## src/rtl/core/tfd_pkg.sv

```systemverilog
package tfd_pkg;

  // defaults for the top-level parameters
  localparam int RING_FRAMES_DEF = 262144;
  localparam int SAMPLE_BITS_DEF = 24;
  localparam int CHANNELS_DEF    = 2;

  // fixed register field widths
  localparam int TAP_BITS       = 18;
  localparam int FLEN_BITS      = 19;
  localparam int GAIN_BITS      = 16;
  localparam int CFG_INDEX_BITS = 4;
  localparam int CFG_DATA_BITS  = 32;

  typedef enum logic [CFG_INDEX_BITS-1:0] {
    REG_DRY_GAIN        = 4'd0,
    REG_TAP1_DELAY      = 4'd1,
    REG_TAP1_GAINS      = 4'd2,
    REG_TAP2_DELAY      = 4'd3,
    REG_TAP2_GAINS      = 4'd4,
    REG_FEEDBACK_LENGTH = 4'd5,
    REG_FEEDBACK_GAIN   = 4'd6,
    REG_LOWPASS_COEF    = 4'd7
  } reg_index_t;

  localparam logic [GAIN_BITS-1:0]   DRY_GAIN_RST        = 16'd32768;
  localparam logic [TAP_BITS-1:0]    TAP1_DELAY_RST      = 18'd12000;
  localparam logic [31:0]            TAP1_GAINS_RST      = 32'd1076310865;
  localparam logic [TAP_BITS-1:0]    TAP2_DELAY_RST      = 18'd24000;
  localparam logic [31:0]            TAP2_GAINS_RST      = 32'd323690535;
  localparam logic [FLEN_BITS-1:0]   FEEDBACK_LENGTH_RST = 19'd16320;
  localparam logic [GAIN_BITS-1:0]   FEEDBACK_GAIN_RST   = 16'd0;
  localparam logic [GAIN_BITS-1:0]   LOWPASS_COEF_RST    = 16'd8074;

  // one frame's sequence
  typedef enum logic [2:0] {
    S_IDLE,
    S_DRY,
    S_TAP1,
    S_TAP2,
    S_LOWPASS,
    S_OUT,
    S_FB,
    S_DONE
  } state_t;

  // gains the lanes need
  typedef struct packed {
    logic [GAIN_BITS-1:0] dry_gain;
    logic [31:0]          tap1_gains;
    logic [31:0]          tap2_gains;
    logic [GAIN_BITS-1:0] feedback_gain;
    logic [GAIN_BITS-1:0] lowpass_coef;
  } tfd_cfg_t;

  // sequencer to lanes
  typedef struct packed {
    state_t step;
    logic   fire;    // input beat taken this cycle
    logic   commit;  // frame finishes this cycle
    logic   v1;      // tap 1 entry has been written
    logic   v2;
    logic   vfb;     // feedback entry has been written
    logic   byp1;    // tap 1 delay is zero
    logic   byp2;
  } tfd_ctl_t;

endpackage

```

## src/rtl/core/tfd_ctrl.sv

```systemverilog
module tfd_ctrl #(
  parameter int RING_FRAMES = tfd_pkg::RING_FRAMES_DEF,
  localparam int AW = $clog2(RING_FRAMES)
) (
  input  logic                                clk,
  input  logic                                rst,
  input  logic                                cfg_valid,
  input  logic [tfd_pkg::CFG_INDEX_BITS-1:0]  cfg_index,
  input  logic [tfd_pkg::CFG_DATA_BITS-1:0]   cfg_data,
  input  logic                                in_valid,
  output logic                                in_ready,
  input  logic                                out_free,
  output tfd_pkg::tfd_cfg_t                   cfg,
  output tfd_pkg::tfd_ctl_t                   ctl,
  output logic [AW-1:0]                       wp,
  output logic [AW-1:0]                       dl_raddr,
  output logic [AW-1:0]                       fp
);

  import tfd_pkg::*;

  localparam int CW = (AW > TAP_BITS) ? AW : TAP_BITS;
  localparam int LW = (AW + 1 > FLEN_BITS) ? AW + 1 : FLEN_BITS;
  localparam logic [AW-1:0] MASK = AW'(RING_FRAMES - 1);

  state_t state, state_next;

  logic [TAP_BITS-1:0]  tap1_delay;
  logic [TAP_BITS-1:0]  tap2_delay;
  logic [FLEN_BITS-1:0] feedback_length;

  logic          wrapped;
  logic [AW:0]   fb_hi;
  logic          v1, v2, vfb, byp1, byp2;

  logic [CW-1:0] d1_ext, d2_ext;
  logic [AW-1:0] d1, d2, i1, i2;
  logic [LW-1:0] fl_ext;
  logic [AW:0]   flen;
  logic [AW:0]   fp_inc;
  logic          fire, commit;

  // register file
  always_ff @(posedge clk) begin
    if (rst) begin
      cfg.dry_gain      <= DRY_GAIN_RST;
      tap1_delay        <= TAP1_DELAY_RST;
      cfg.tap1_gains    <= TAP1_GAINS_RST;
      tap2_delay        <= TAP2_DELAY_RST;
      cfg.tap2_gains    <= TAP2_GAINS_RST;
      feedback_length   <= FEEDBACK_LENGTH_RST;
      cfg.feedback_gain <= FEEDBACK_GAIN_RST;
      cfg.lowpass_coef  <= LOWPASS_COEF_RST;
    end else if (cfg_valid) begin
      case (cfg_index)
        REG_DRY_GAIN:        cfg.dry_gain      <= cfg_data[GAIN_BITS-1:0];
        REG_TAP1_DELAY:      tap1_delay        <= cfg_data[TAP_BITS-1:0];
        REG_TAP1_GAINS:      cfg.tap1_gains    <= cfg_data;
        REG_TAP2_DELAY:      tap2_delay        <= cfg_data[TAP_BITS-1:0];
        REG_TAP2_GAINS:      cfg.tap2_gains    <= cfg_data;
        REG_FEEDBACK_LENGTH: feedback_length   <= cfg_data[FLEN_BITS-1:0];
        REG_FEEDBACK_GAIN:   cfg.feedback_gain <= cfg_data[GAIN_BITS-1:0];
        REG_LOWPASS_COEF:    cfg.lowpass_coef  <= cfg_data[GAIN_BITS-1:0];
        default: begin
        end
      endcase
    end
  end

  // clamp delays to the ring, length to 1..RING_FRAMES
  always_comb begin
    d1_ext = CW'(tap1_delay);
    d2_ext = CW'(tap2_delay);
    d1 = (d1_ext > CW'(MASK)) ? MASK : d1_ext[AW-1:0];
    d2 = (d2_ext > CW'(MASK)) ? MASK : d2_ext[AW-1:0];
    i1 = wp - d1;
    i2 = wp - d2;
    fl_ext = LW'(feedback_length);
    if (fl_ext == '0) begin
      flen = (AW + 1)'(1);
    end else if (fl_ext > LW'(RING_FRAMES)) begin
      flen = (AW + 1)'(RING_FRAMES);
    end else begin
      flen = fl_ext[AW:0];
    end
    fp_inc = {1'b0, fp} + (AW + 1)'(1);
  end

  assign fire   = in_valid && in_ready;
  assign commit = (state == S_DONE) && out_free;

  always_ff @(posedge clk) begin
    if (rst) begin
      state <= S_IDLE;
    end else begin
      state <= state_next;
    end
  end

  always_comb begin
    case (state)
      S_IDLE:    state_next = in_valid ? S_DRY : S_IDLE;
      S_DRY:     state_next = S_TAP1;
      S_TAP1:    state_next = S_TAP2;
      S_TAP2:    state_next = S_LOWPASS;
      S_LOWPASS: state_next = S_OUT;
      S_OUT:     state_next = S_FB;
      S_FB:      state_next = S_DONE;
      S_DONE:    state_next = out_free ? S_IDLE : S_DONE;
      default:   state_next = S_IDLE;
    endcase
  end

  always_comb begin
    in_ready   = (state == S_IDLE);
    dl_raddr   = (state == S_DRY) ? i2 : i1;
    ctl.step   = state;
    ctl.fire   = fire;
    ctl.commit = commit;
    ctl.v1     = v1;
    ctl.v2     = v2;
    ctl.vfb    = vfb;
    ctl.byp1   = byp1;
    ctl.byp2   = byp2;
  end

  // written entries form a prefix until the ring wraps
  always_ff @(posedge clk) begin
    if (fire) begin
      v1   <= wrapped || (i1 <= wp);
      v2   <= wrapped || (i2 <= wp);
      vfb  <= ({1'b0, fp} < fb_hi);
      byp1 <= (d1 == '0);
      byp2 <= (d2 == '0);
    end
  end

  always_ff @(posedge clk) begin
    if (rst) begin
      wp      <= '0;
      fp      <= '0;
      wrapped <= 1'b0;
      fb_hi   <= '0;
    end else if (commit) begin
      wp <= wp + AW'(1);
      if (wp == MASK) begin
        wrapped <= 1'b1;
      end
      fp <= (fp_inc >= flen) ? '0 : fp_inc[AW-1:0];
      if (fp_inc > fb_hi) begin
        fb_hi <= fp_inc;
      end
    end
  end

endmodule

```

## config.mk

```make
export PLATFORM = sky130hd
export DESIGN_NAME = tfd_ctrl
export DESIGN_NICKNAME = d
export VERILOG_FILES = /design/src/rtl/core/tfd_pkg.sv /design/src/rtl/core/tfd_ctrl.sv
export SDC_FILE = /design/constraint.sdc
export NUM_CORES = 1
export LEC_CHECK = 0
export ABC_AREA = 1
export BUFFER_PORTS_ARGS = -buffer_cell sky130_fd_sc_hd__buf_2
export CAP_MARGIN = 20
export CORE_ASPECT_RATIO = 0.5
export CORE_MARGIN = 8
export CORE_UTILIZATION = 52
export CTS_CLUSTER_DIAMETER = 100
export DETAILED_ROUTE_END_ITERATION = 16
export GPL_ROUTABILITY_DRIVEN = 0
export PLACE_DENSITY = 0.74
export SLEW_MARGIN = 10
export SYNTH_ARGS = -nofsm -noshare
export SYNTH_HDL_FRONTEND = slang
export SYNTH_SLANG_ARGS = --single-unit
```

## constraint.sdc

```tcl
create_clock -name clk -period 6.25 [get_ports clk]
set_input_delay 0.9375 -clock clk [delete_from_list [all_inputs] [get_ports clk]]
set_output_delay 0.9375 -clock clk [all_outputs]
set_load 0.02 [all_outputs]
```

Yosys cells after proc, flatten, opt, wreduce, memory -nomap -nowiden. Cells that the tools add are included.

Register bits: 231. Latch bits: 0. Bits in writable memories: 0. ROM bits: 0. Bits of input ports: 41. Output and inout bits: 177. Word-level logic and storage cells: 73. Memories kept: 0.

Add/subtract/negate cells: 4. $mul: 0. Divide/modulo/power cells: 0. $lt $le $gt $ge: 8. Eq/ne operators: 15. Shift-type cells: 0. Multiplexer cells: 9. Bitwise gates (word level): 0. Reduce and logical (&&, ||, !) cells: 19.

Operators with widths (count): 18-bit 2-to-1 mux (4); 19-bit 2-to-1 mux (2); 18-bit > comparator (second input constant) (2); 18-bit less-or-equal comparator (2); 18-bit logical NOT (2); 18-bit subtractor (2); 3-bit case mux with 8 select lines (1); 2-bit AND reduction (10); 18-bit by 1-bit adder with 19-bit output (second input constant) (1); 19-bit >= comparator (1); 19-bit > comparator (1); 19-bit > comparator (second input constant) (1); 19-bit logical NOT (1); 18-bit by 19-bit < comparator with 1-bit output (1); 18-bit by 1-bit adder with 18-bit output (second input constant) (1); 18-bit equality test (second input constant) (1); 4-bit by 3-bit equality test with 1-bit output (second input constant) (4); 3-bit equality test (second input constant) (4); 4-bit by 2-bit equality test with 1-bit output (second input constant) (2); 3-bit by 2-bit equality test with 1-bit output (second input constant) (2); 4-bit by 1-bit equality test with 1-bit output (second input constant) (1); 4-bit logical NOT (1); 3-bit by 1-bit equality test with 1-bit output (second input constant) (1); 3-bit logical NOT (1); 4 further kinds (6).

Depth between registers and ports, before layout. Gate-level depths: netlist (run 1).

Depth after elaboration: 5. Gate-level depth with buffers: 21. Depth with buffers taken out: 20.

Worst setup path before layout (run 1). No wires, ideal clock.

Path type: register to output. Start: register wp[0]. End: output dl_raddr[8]. Data arrival time: 2165 ps. Required time: 5312 ps. Slack: 3147 ps. Cell stages (with the launch flop): 11. Path buffers: 0. Cells stage by stage: dfxtp_1 > inv_1 > ha_1 > inv_1 > fa_1 > nand2_1 > nand3_1 > nand3_1 > nand2_1 > xor2_1 > o21ai_0.

Longest elaborated chain between the ends: 2. Elaborated cells on any way between the ends: 3. Those cells by class: 2 x add/sub; 1 x mux.

Ends and longest elaborated chain: start, declared (line tfd_ctrl.sv:15) `output logic [AW-1:0] wp,`; start signal, assigned (line tfd_ctrl.sv:145) `wp <= wp + AW'(1);`; 18-bit subtractor (on tied branches) (line tfd_ctrl.sv:76, tfd_ctrl.sv:77); 18-bit 2-to-1 mux (*) (line tfd_ctrl.sv:116) `dl_raddr = (state == S_DRY) ? i2 : i1;`; end, declared (line tfd_ctrl.sv:16) `output logic [AW-1:0] dl_raddr,`.

Every way passes the cells marked *; elsewhere a longest branch is shown, timed or not.

Final worst setup path (run 1). Same ends and word-level chain as after synthesis.

==> metrics.txt, run 1 <==
clock skew=0.01356 ns; post-place setup slack=2.568 ns; setup slack after layout=2.351 ns; CTS tree=yes; final core utilization=59.83%; worst hold path stage count=2; power per cell area=211.6 nW/um^2; Clock transition at path regs=roughly 0.07 ns; Mapped Nets=2,160; EDFF count, synth=5; first-pass GRT wire length=roughly 70,000 microns; CORE AREA=approximately 26,000 sq um; all-layer global routing usage=a little over a quarter; slowest CP cell=fa_1; CP Capture Type=output port; vias after detailed routing=between 10,000 and 15,000; Final min period=3.899 ns; DRC viols=0; GRT overflow=0; Synth Area per Inst=6.856 sq um; Clock Path Buffers=3; area grow syn2layout=14.37%; Reg2Reg Depth=13; DP HPWL=34,180 microns; Synth Warn #=0; 1st-iter DRT viols=1,262; drt first pass iters=6; Yosys cell types=52; Filler Cell Count=2,581; status=finished, final reports clean; Post-CTS Setup Inserts=0; Leak=8.061 nW; post-synth top area share=33.05%; vias in the first global route=13,040; vias per inst=5.485; nets=2,328; final-report setup violation count=0; Hold Buf Count CTS=0; share of cells above drive strength 1=between 10% and 20%; R2R Path End=fp[9]; H-tree lvl count=1; clock sink count=approximately 230; row cnt=42; Seq/Total Area, Yosys=34.14%; Max Freq=256.4 MHz; Tot Pwr=between 3 and 4 mW; period utilization=roughly 62%; CTS Root Cell=clkbuf_16; die span in x=about 250 microns; setup_tns=0 ns; CTS resizes=0; Sequential Area=around 4700 sq um; Final Hold Violating Endpoints=0; initial core utilization=52.31%; Synth area leaders=dfxtp_1 33%, ha_1 11%, nand2_1 11%; synth cell count leaders=391 x nand2_1, 316 x nor2_1, 226 x dfxtp_1; initial antenna violation count=1; wire length per cell=about 18 microns; critical path fanouts, max=8; pin count of the biggest net entering global routing=67; num ports=218; Worst-Skew Late Latency=around 0.53 ns; R2R Path Start=fp[0]; startpoint types=register; Final Non-Filler Cells=2,531; Antenna Violating Nets Remaining=0; most common cell in the netlist=nand2_1; Cells after Synth=about 2,000; chip height=130.7 microns; Worst Max-Slew Pin Slew=1.107 ns; Synth Cell Area=13,690 sq um; diode count=0; Multi-input gate area=7790 sq um; RSZ-0062 raised after global routing=false; Synth async-reset ratio=0%; Worst VDD drop=0.1541 mV; crit path DAT=2.96 ns; Routed WL=between 40,000 and 50,000 microns; pins over their slew limit=0; CP Buf/Inv Count=3; PortBufs=217; min-delay src=cfg[8]; dominant synthesized flop cell=dfxtp_1; internal reg-to-reg setup slack=2.46 ns; worst stage delay on the critical path=between 0.4 and 0.5 ns; flops & latches, synth=231; Worst EP required=approximately 5.3 ns; WS Path Type=register to output port; Num CTS Buffers=22; worst-case hold path end point=cfg[8]; Hold Path Class=register to register; slew margin rel.=26.11%; Max-Cap Viols=0; dpl cells=2,493; Crit path max-delay family=adder cells; Synth area leader=dfxtp_1; CP cell instances=inv_1, ha_1, inv_1, fa_1, nand2_1, nand3_1, nand3_1, nand2_1, xor2_1, o21ai_0, buf_2; die area=approximately 32,000 sq um
## metrics by stage
step                      cell area (sq um)  hold WS (ns)
after global routing                  15660        0.4640
final                                 15660        0.4513
after detailed placement              14940        0.4370
after floorplan                       13690        0.4394
after CTS                             15660        0.4528
after global placement                14940        0.4326
## cell usage in the layout (no fill, tap or decap), types with 3 or more instances in the layout
cell | netlist | layout
nand2_1 | 391 | 391
nor2_1 | 316 | 314
dfxtp_1 | 226 | 226
inv_1 | 221 | 221
buf_2 | 6 | 217
o21ai_0 | 175 | 175
nand3_1 | 126 | 126
ha_1 | 120 | 120
a21oi_1 | 103 | 103
nor3_1 | 35 | 35
nand4_1 | 26 | 26
xor2_1 | 23 | 23
clkbuf_16 | 0 | 23
and2_1 | 20 | 20
o211ai_1 | 15 | 15
o22ai_1 | 13 | 13
nor4_1 | 12 | 12
buf_4 | 7 | 11
nand3b_1 | 10 | 10
o21bai_1 | 9 | 9
nor2_2 | 6 | 8
nand2_2 | 7 | 7
inv_2 | 6 | 6
o21ai_1 | 5 | 5
nand2_4 | 5 | 5
edfxtp_1 | 5 | 5
clkinv_2 | 1 | 4
nor2_4 | 4 | 4
nand3_2 | 4 | 4
clkbuf_1 | 58 | 4
a21o_1 | 3 | 3
and3_1 | 3 | 3
a211oi_1 | 3 | 3
## sequential cells by signal (all words and copies together) (netlist names)
| signal | cells |
|---|---|
| feedback_length | 19 |
| d1_ext | 18 |
| wp | 18 |
| byp2 | 1 |
| v2 | 1 |
| state | 3 |
| vfb | 1 |
| v1 | 1 |
| fp | 18 |
| d2_ext | 18 |
| wrapped | 1 |
| fb_hi | 19 |
| cfg | 112 |
| byp1 | 1 |
## logic make-up after synthesis
group                    synth area share, %
flip-flops                             34.14
AO/OA/AOI/OAI                          12.92
AND/OR/NAND/NOR                        30.95
multiplexers                         0.07312
adder cells (fa/ha/maj)                11.26
XOR/XNOR                               1.654
buffers and inverters                  8.993
## worst min-delay path, delay by kind of cell, from the launching register on
family | cells | cell delay [ns]
and+or+nand+nor | 2 | 0.10
DFF | 1 | 0.32
## where the power goes
part           internal, mW  switching (mW)  total, mW
Clock                 0.765           0.617       1.38
Sequential             1.51          0.0222       1.53
Combinational         0.113           0.286      0.399
Total                  2.39           0.925       3.31
## final cells by class
| type | count | share of cell area [%] |
|---|---|---|
| clock buffers | 27 | 3.772 |
| clock inverters | 11 | 0.8311 |
| inverters | 229 | 5.514 |
| multi-input cells | 1453 | 49.75 |
| flip-flops and latches | 231 | 29.85 |
| well taps | 352 | 2.813 |
| repair buffers | 228 | 7.464 |
## layer usage
metal	global-route usage, %	wire length, microns	up-vias
li1	-	-	6839
met1	35.99	19640	6376
met2	44.10	19750	569
met3	7.366	4609	98
met4	8.148	1291	0
met5	0	0	-
## worst max-delay path by stage
stage | startpoint | endpoint | slack (ns) | cells after the start
floorplan | wp[0] | dl_raddr[8] | 3.15 | 10
global placement | fp[0] | fp[9] | 2.78 | 15
detailed placement | fp[0] | fp[9] | 2.57 | 14
CTS | wp[0] | dl_raddr[8] | 2.36 | 11
global route | fp[0] | fp[9] | 2.13 | 14
finish | wp[0] | dl_raddr[8] | 2.35 | 11
Power figures use the tool's default switching activity.
==> run 2: changes to the inputs <==
clock period = 3.7 ns   (was 6.25 ns; I/O delays follow)
==> run 2 against run 1 <==
  * Clock power is 70% higher
  * Critical path depth decreased by 2
  * Via count decreased by 0.45%
  * Count of clock-buffer cells in the layout grew 5
  * Sequential cell count stayed put
  * Power increased by 70%
  * Cell count is 0.67% higher
  * Sequential share of layout area is 0.24 points lower
==> metrics.txt, run 2 (same netlist as run 1, synthesis figures left out) <==
status=finished, final reports clean; Filler Cell Count=between 2,000 and 2,500; num ports=218; RSZ-0062 raised after global routing=false; setup_tns=0 ns; Sequential Power Share=46.1%; row cnt=42; drt first pass iters=5; critical path fanouts, max=7; Hold Path Class=input port to register; wire length per cell=17.60 microns; Setup crit end=dl_raddr[16]; H-tree lvl count=1; clock sink count=approximately 230; worst stage delay on the critical path=0.56 ns; Worst EP required=about 3.1 ns; R2R Path End=fb_hi[5]; Max Freq=282.2 MHz; Finished Cell Area=15,790 sq um; sw frac=27.27%; vias in the first global route=12,870; Routed WL=between 40,000 and 50,000 microns; slew margin rel.=29.94%; Final min period=3.543 ns; Final Hold Violating Endpoints=0; PortBufs=between 200 and 250; initial antenna violation count=2; die span in x=245.5 microns; vias after detailed routing=13,820; internal power=4.087 mW; CP Depth=9; logic gate share of total power=12.1%; Max-Cap Viols=0; final-report setup violation count=0; clock skew=0.008506 ns; Worst Max-Slew Pin Slew=1.050 ns; CP Launch Point=wp[9]; clock share of power=41.8%; pin count of the biggest net entering global routing=75; DP HPWL=33,790 microns; Antenna Violating Nets Remaining=0; initial core utilization=52.31%; nets=between 2,000 and 2,500; CP cell instances=ha_1, a21oi_1, o21ai_0, a211oi_1, nand2_1, nand2_1, nand3_1, nand2_1, buf_2; Top reg by flops=cfg; first-pass GRT wire length=69,750 microns; Post-CTS Setup Inserts=0; CTS Root Cell=clkbuf_16; Largest regs=cfg x112, fb_hi x19, feedback_length x19; vias per inst=approximately 5.4; Num CTS Buffers=22; pins over their slew limit=0; Net Switching=1.532 mW; internal reg-to-reg setup slack=0.42 ns; slowest CP cell=dfxtp_1; startpoint types=register; Clock Path Buffers=3; area grow syn2layout=15.31%; 1st-iter DRT viols=1,237; CP Capture Type=output port; GRT overflow=0; Leak=8.155 nW; CTS tree=yes; share of cells above drive strength 1=about 15%; Hold Buf Count CTS=0; chip height=approximately 130 microns; all-layer global routing usage=27.18%; Reg2Reg Depth=18; commonest non-fill, non-tap cell in the layout=nand2_1; Worst VDD drop=0.2817 mV; final core utilization=around 60%; Worst-Skew Late Latency=0.53 ns; period utilization=between 90% and 100%; Crit path max-delay family=compound AO/OA/AOI/OAI gates; CP Buf/Inv Count=1; most frequent cells in the layout=391 x nand2_1, 314 x nor2_1, 226 x dfxtp_1; crit path DAT=2.99 ns; WS Path Type=register to output port; CORE AREA=26,170 sq um; die area=between 30,000 and 40,000 sq um; cell mode on critical path=nand2_1; dpl cell area=15,050 sq um; power per cell area=355.9 nW/um^2; R2R Path Start=fp[1]; Clock transition at path regs=~0.070 ns; DRC viols=0; max reg flops=112; CTS resizes=0
[run 2: changes by cell type in the layout (fill, tap and decap cells not counted), sizes merged]
cell,change
diode,+1
inv,-3
clkinv,+1
clkbuf,+5
buf,+15
clkinvlp,-2
[run 2: final cells by class]
class	instances	area (sq um)	area share [%]
Clock buffer	32	638.1	4.042
Multi-Input combinational cell	1453	7790	49.35
Inverter	229	863.3	5.469
Tap cell	352	440.4	2.790
Antenna cell	1	2.502	0.01585
Timing Repair Buffer	243	1281	8.116
Sequential cell	231	4674	29.61
Clock inverter	7	96.34	0.6103
[run 2: through the flow]
stage	std cells	setup slack [ns]	hold slack (ns)	total power, mW
4_1_cts	2547	0.2641	0.2439	5.636
5_1_grt	2548	0.03671	0.2535	5.815
3_5_place_dp	2508	0.4969	0.4376	3.316
6_report	2548	0.1565	0.2553	5.619
3_3_place_gp	2508	0.5474	0.4331	3.312
2_1_floorplan	1997	0.6915	0.4394	3.071
[run 2: worst min-delay path, cell delays in order]
cell and delay (ns):
buf_2 0.09, nand2_1 0.04, nand3_1 0.06
[run 2: worst min-delay path by stage]
stage,from,endpoint,slack (ns),depth (start not counted)
finish,cfg_data[21],cfg[85],0.26,3
global route,cfg_data[22],cfg[54],0.25,3
CTS,cfg_data[22],cfg[54],0.24,3
detailed placement,cfg[10],cfg[10],0.44,2
global placement,cfg[8],cfg[8],0.43,2
floorplan,fb_hi[11],fb_hi[11],0.44,2
[run 2: power by group through the flow]
| stage | registers (mW) | logic (mW) | clock network (mW) |
|---|---|---|---|
| 3_5_place_dp | 2.64 | 0.673 | 0 |
| 5_1_grt | 2.59 | 0.740 | 2.48 |
| 2_1_floorplan | 2.68 | 0.393 | 0 |
| 3_3_place_gp | 2.64 | 0.670 | 0 |
| 6_report | 2.59 | 0.683 | 2.35 |
| 4_1_cts | 2.59 | 0.675 | 2.37 |
[run 2: metal layers]
metal	GRT usage (%)	part of all wire, %	up-vias
met5	0	0.029	-
met4	8.807	3.1	2
met3	7.528	9.6	88
met2	43.18	43	546
met1	35.72	44	6299
li1	-	-	6884
==> run 3: changes to the inputs <==
REMOVE_ABC_BUFFERS = 1   (was not set)
==> run 3 against run 2 <==
  * Routed wire length fell by 2.0%
  * Register-to-register slack barely moved
  * Combinational power is 0.9% lower
  * Worst hold slack worse by 0.0058 ns
  * Clock power about the same
  * Sequential power about the same
  * Critical endpoint unchanged
  * Largest cell class unchanged
  * Largest power group unchanged
==> metrics.txt, run 3 (same netlist as run 1, synthesis figures left out) <==
status=finished, final reports clean; PortBufs=217; slew margin rel.=between 20% and 30%; Leak=8.154 nW; startpoint types=register; crit path DAT=2.81 ns; period utilization=91.06%; CP Launch Point=wp[9]; vias per inst=~5.5; Final Hold Violating Endpoints=0; setup_tns=0 ns; Filler Cell Count=2,449; most frequent cells in the layout=391 x nand2_1, 314 x nor2_1, 226 x dfxtp_1; Routed WL=43,960 microns; power per cell area=between 300 and 400 nW/um^2; Worst EP required=3.14 ns; pins over their slew limit=0; CORE AREA=26,170 sq um; all-layer global routing usage=between 20% and 30%; wire length per cell=between 15 and 20 microns; Max Freq=between 200 and 300 MHz; Clock transition at path regs=approximately 0.070 ns; min-delay src=cfg_data[28]; CTS resizes=0; chip height=130.7 microns; Clock Path Buffers=3; commonest non-fill, non-tap cell in the layout=nand2_1; Worst Max-Slew Pin Slew=1.064 ns; die area=32,090 sq um; share of cells above drive strength 1=14.64%; GRT overflow=0; Multi-input gate area=7790 sq um; Worst VDD drop=0.3535 mV; Worst-Skew Late Latency=0.53 ns; Antenna Violating Nets Remaining=0; Top reg by flops=cfg; first-pass GRT wire length=68,290 microns; RSZ-0062 raised after global routing=false; post-place setup slack=~0.48 ns; 1st-iter DRT viols=approximately 1,200; initial core utilization=a little over half; row cnt=42; H-tree lvl count=1; Hold Path Class=input port to register; Hold WS=0.2495 ns; clock skew=0.01222 ns; setup slack after layout=0.3309 ns; Post-CTS Setup Inserts=0; WS Path Type=register to output port; max reg flops=roughly 110; num ports=218; DRC viols=0; Final min period=approximately 3.4 ns; R2R Path Start=fp[1]; CTS tree=yes; Num CTS Buffers=22; diode count=0; Sequential Area=4674 sq um; area grow syn2layout=15.34%; pin count of the biggest net entering global routing=86; Max-Cap Viols=0; final-report setup violation count=0; Largest regs=cfg x112, fb_hi x19, feedback_length x19; die span in x=245.5 microns; initial antenna violation count=0; clock sink count=231; drt first pass iters=5; critical path fanouts, max=7; Hold Buf Count CTS=0; vias in the first global route=12,930; CTS Root Cell=clkbuf_16; nets=2,339; DP HPWL=33,460 microns; CP Capture Type=output port; vias after detailed routing=about 14,000
## run 3: metal layers
| layer | part of all wire, % | routed length [microns] | global-route usage [%] | vias up |
|---|---|---|---|---|
| li1 | - | - | - | 6865 |
| met2 | 44 | 19300 | 42.74 | 540 |
| met4 | 3.1 | 1378 | 8.981 | 0 |
| met5 | 0 | 0 | 0 | - |
| met3 | 9.1 | 4016 | 6.088 | 100 |
| met1 | 44 | 19270 | 34.70 | 6380 |
## run 3: area by class of cell
class | instances | share of cell area, %
repair buffers | 239 | 8.129
inverters | 229 | 5.467
clock buffers | 31 | 4.215
clock inverters | 9 | 0.4675
well taps | 352 | 2.789
multi-input cells | 1453 | 49.33
flip-flops and latches | 231 | 29.60
## run 3: final timing paths
check / end / slack, ns / depth (start not counted)
max: dl_raddr[16] / 0.33 / 9
min: cfg[60] / 0.25 / 3
max reg2reg: fb_hi[3] / 0.43 / 18
min reg2reg: cfg[49] / 0.45 / 2
## run 3: worst max-delay path: stages (launching register included)
cell	delay, ns
dfxtp_1	0.53
ha_1	0.35
a21oi_1	0.30
o21ai_0	0.17
a211oi_1	0.30
nand2_1	0.09
nand2_1	0.07
nand3_1	0.15
nand2_1	0.15
buf_2	0.17
## run 3: stage by stage
step | instance area [sq um] | total power [mW] | std cells | utilization (%)
floorplan | 13320 | 3.029 | 1913 | -
detailed placement | 15020 | 3.312 | 2503 | 57.41
CTS | 15760 | 5.611 | 2543 | 60.24
global route | 15790 | 5.798 | 2544 | 60.34
global placement | 15020 | 3.308 | 2503 | 57.41
finish | 15790 | 5.598 | 2544 | 60.34
## run 3: power breakdown
group / switching, mW / internal [mW]
Sequential: 0.0386 / 2.55
Combinational: 0.482 / 0.195
Clock: 1.05 / 1.28
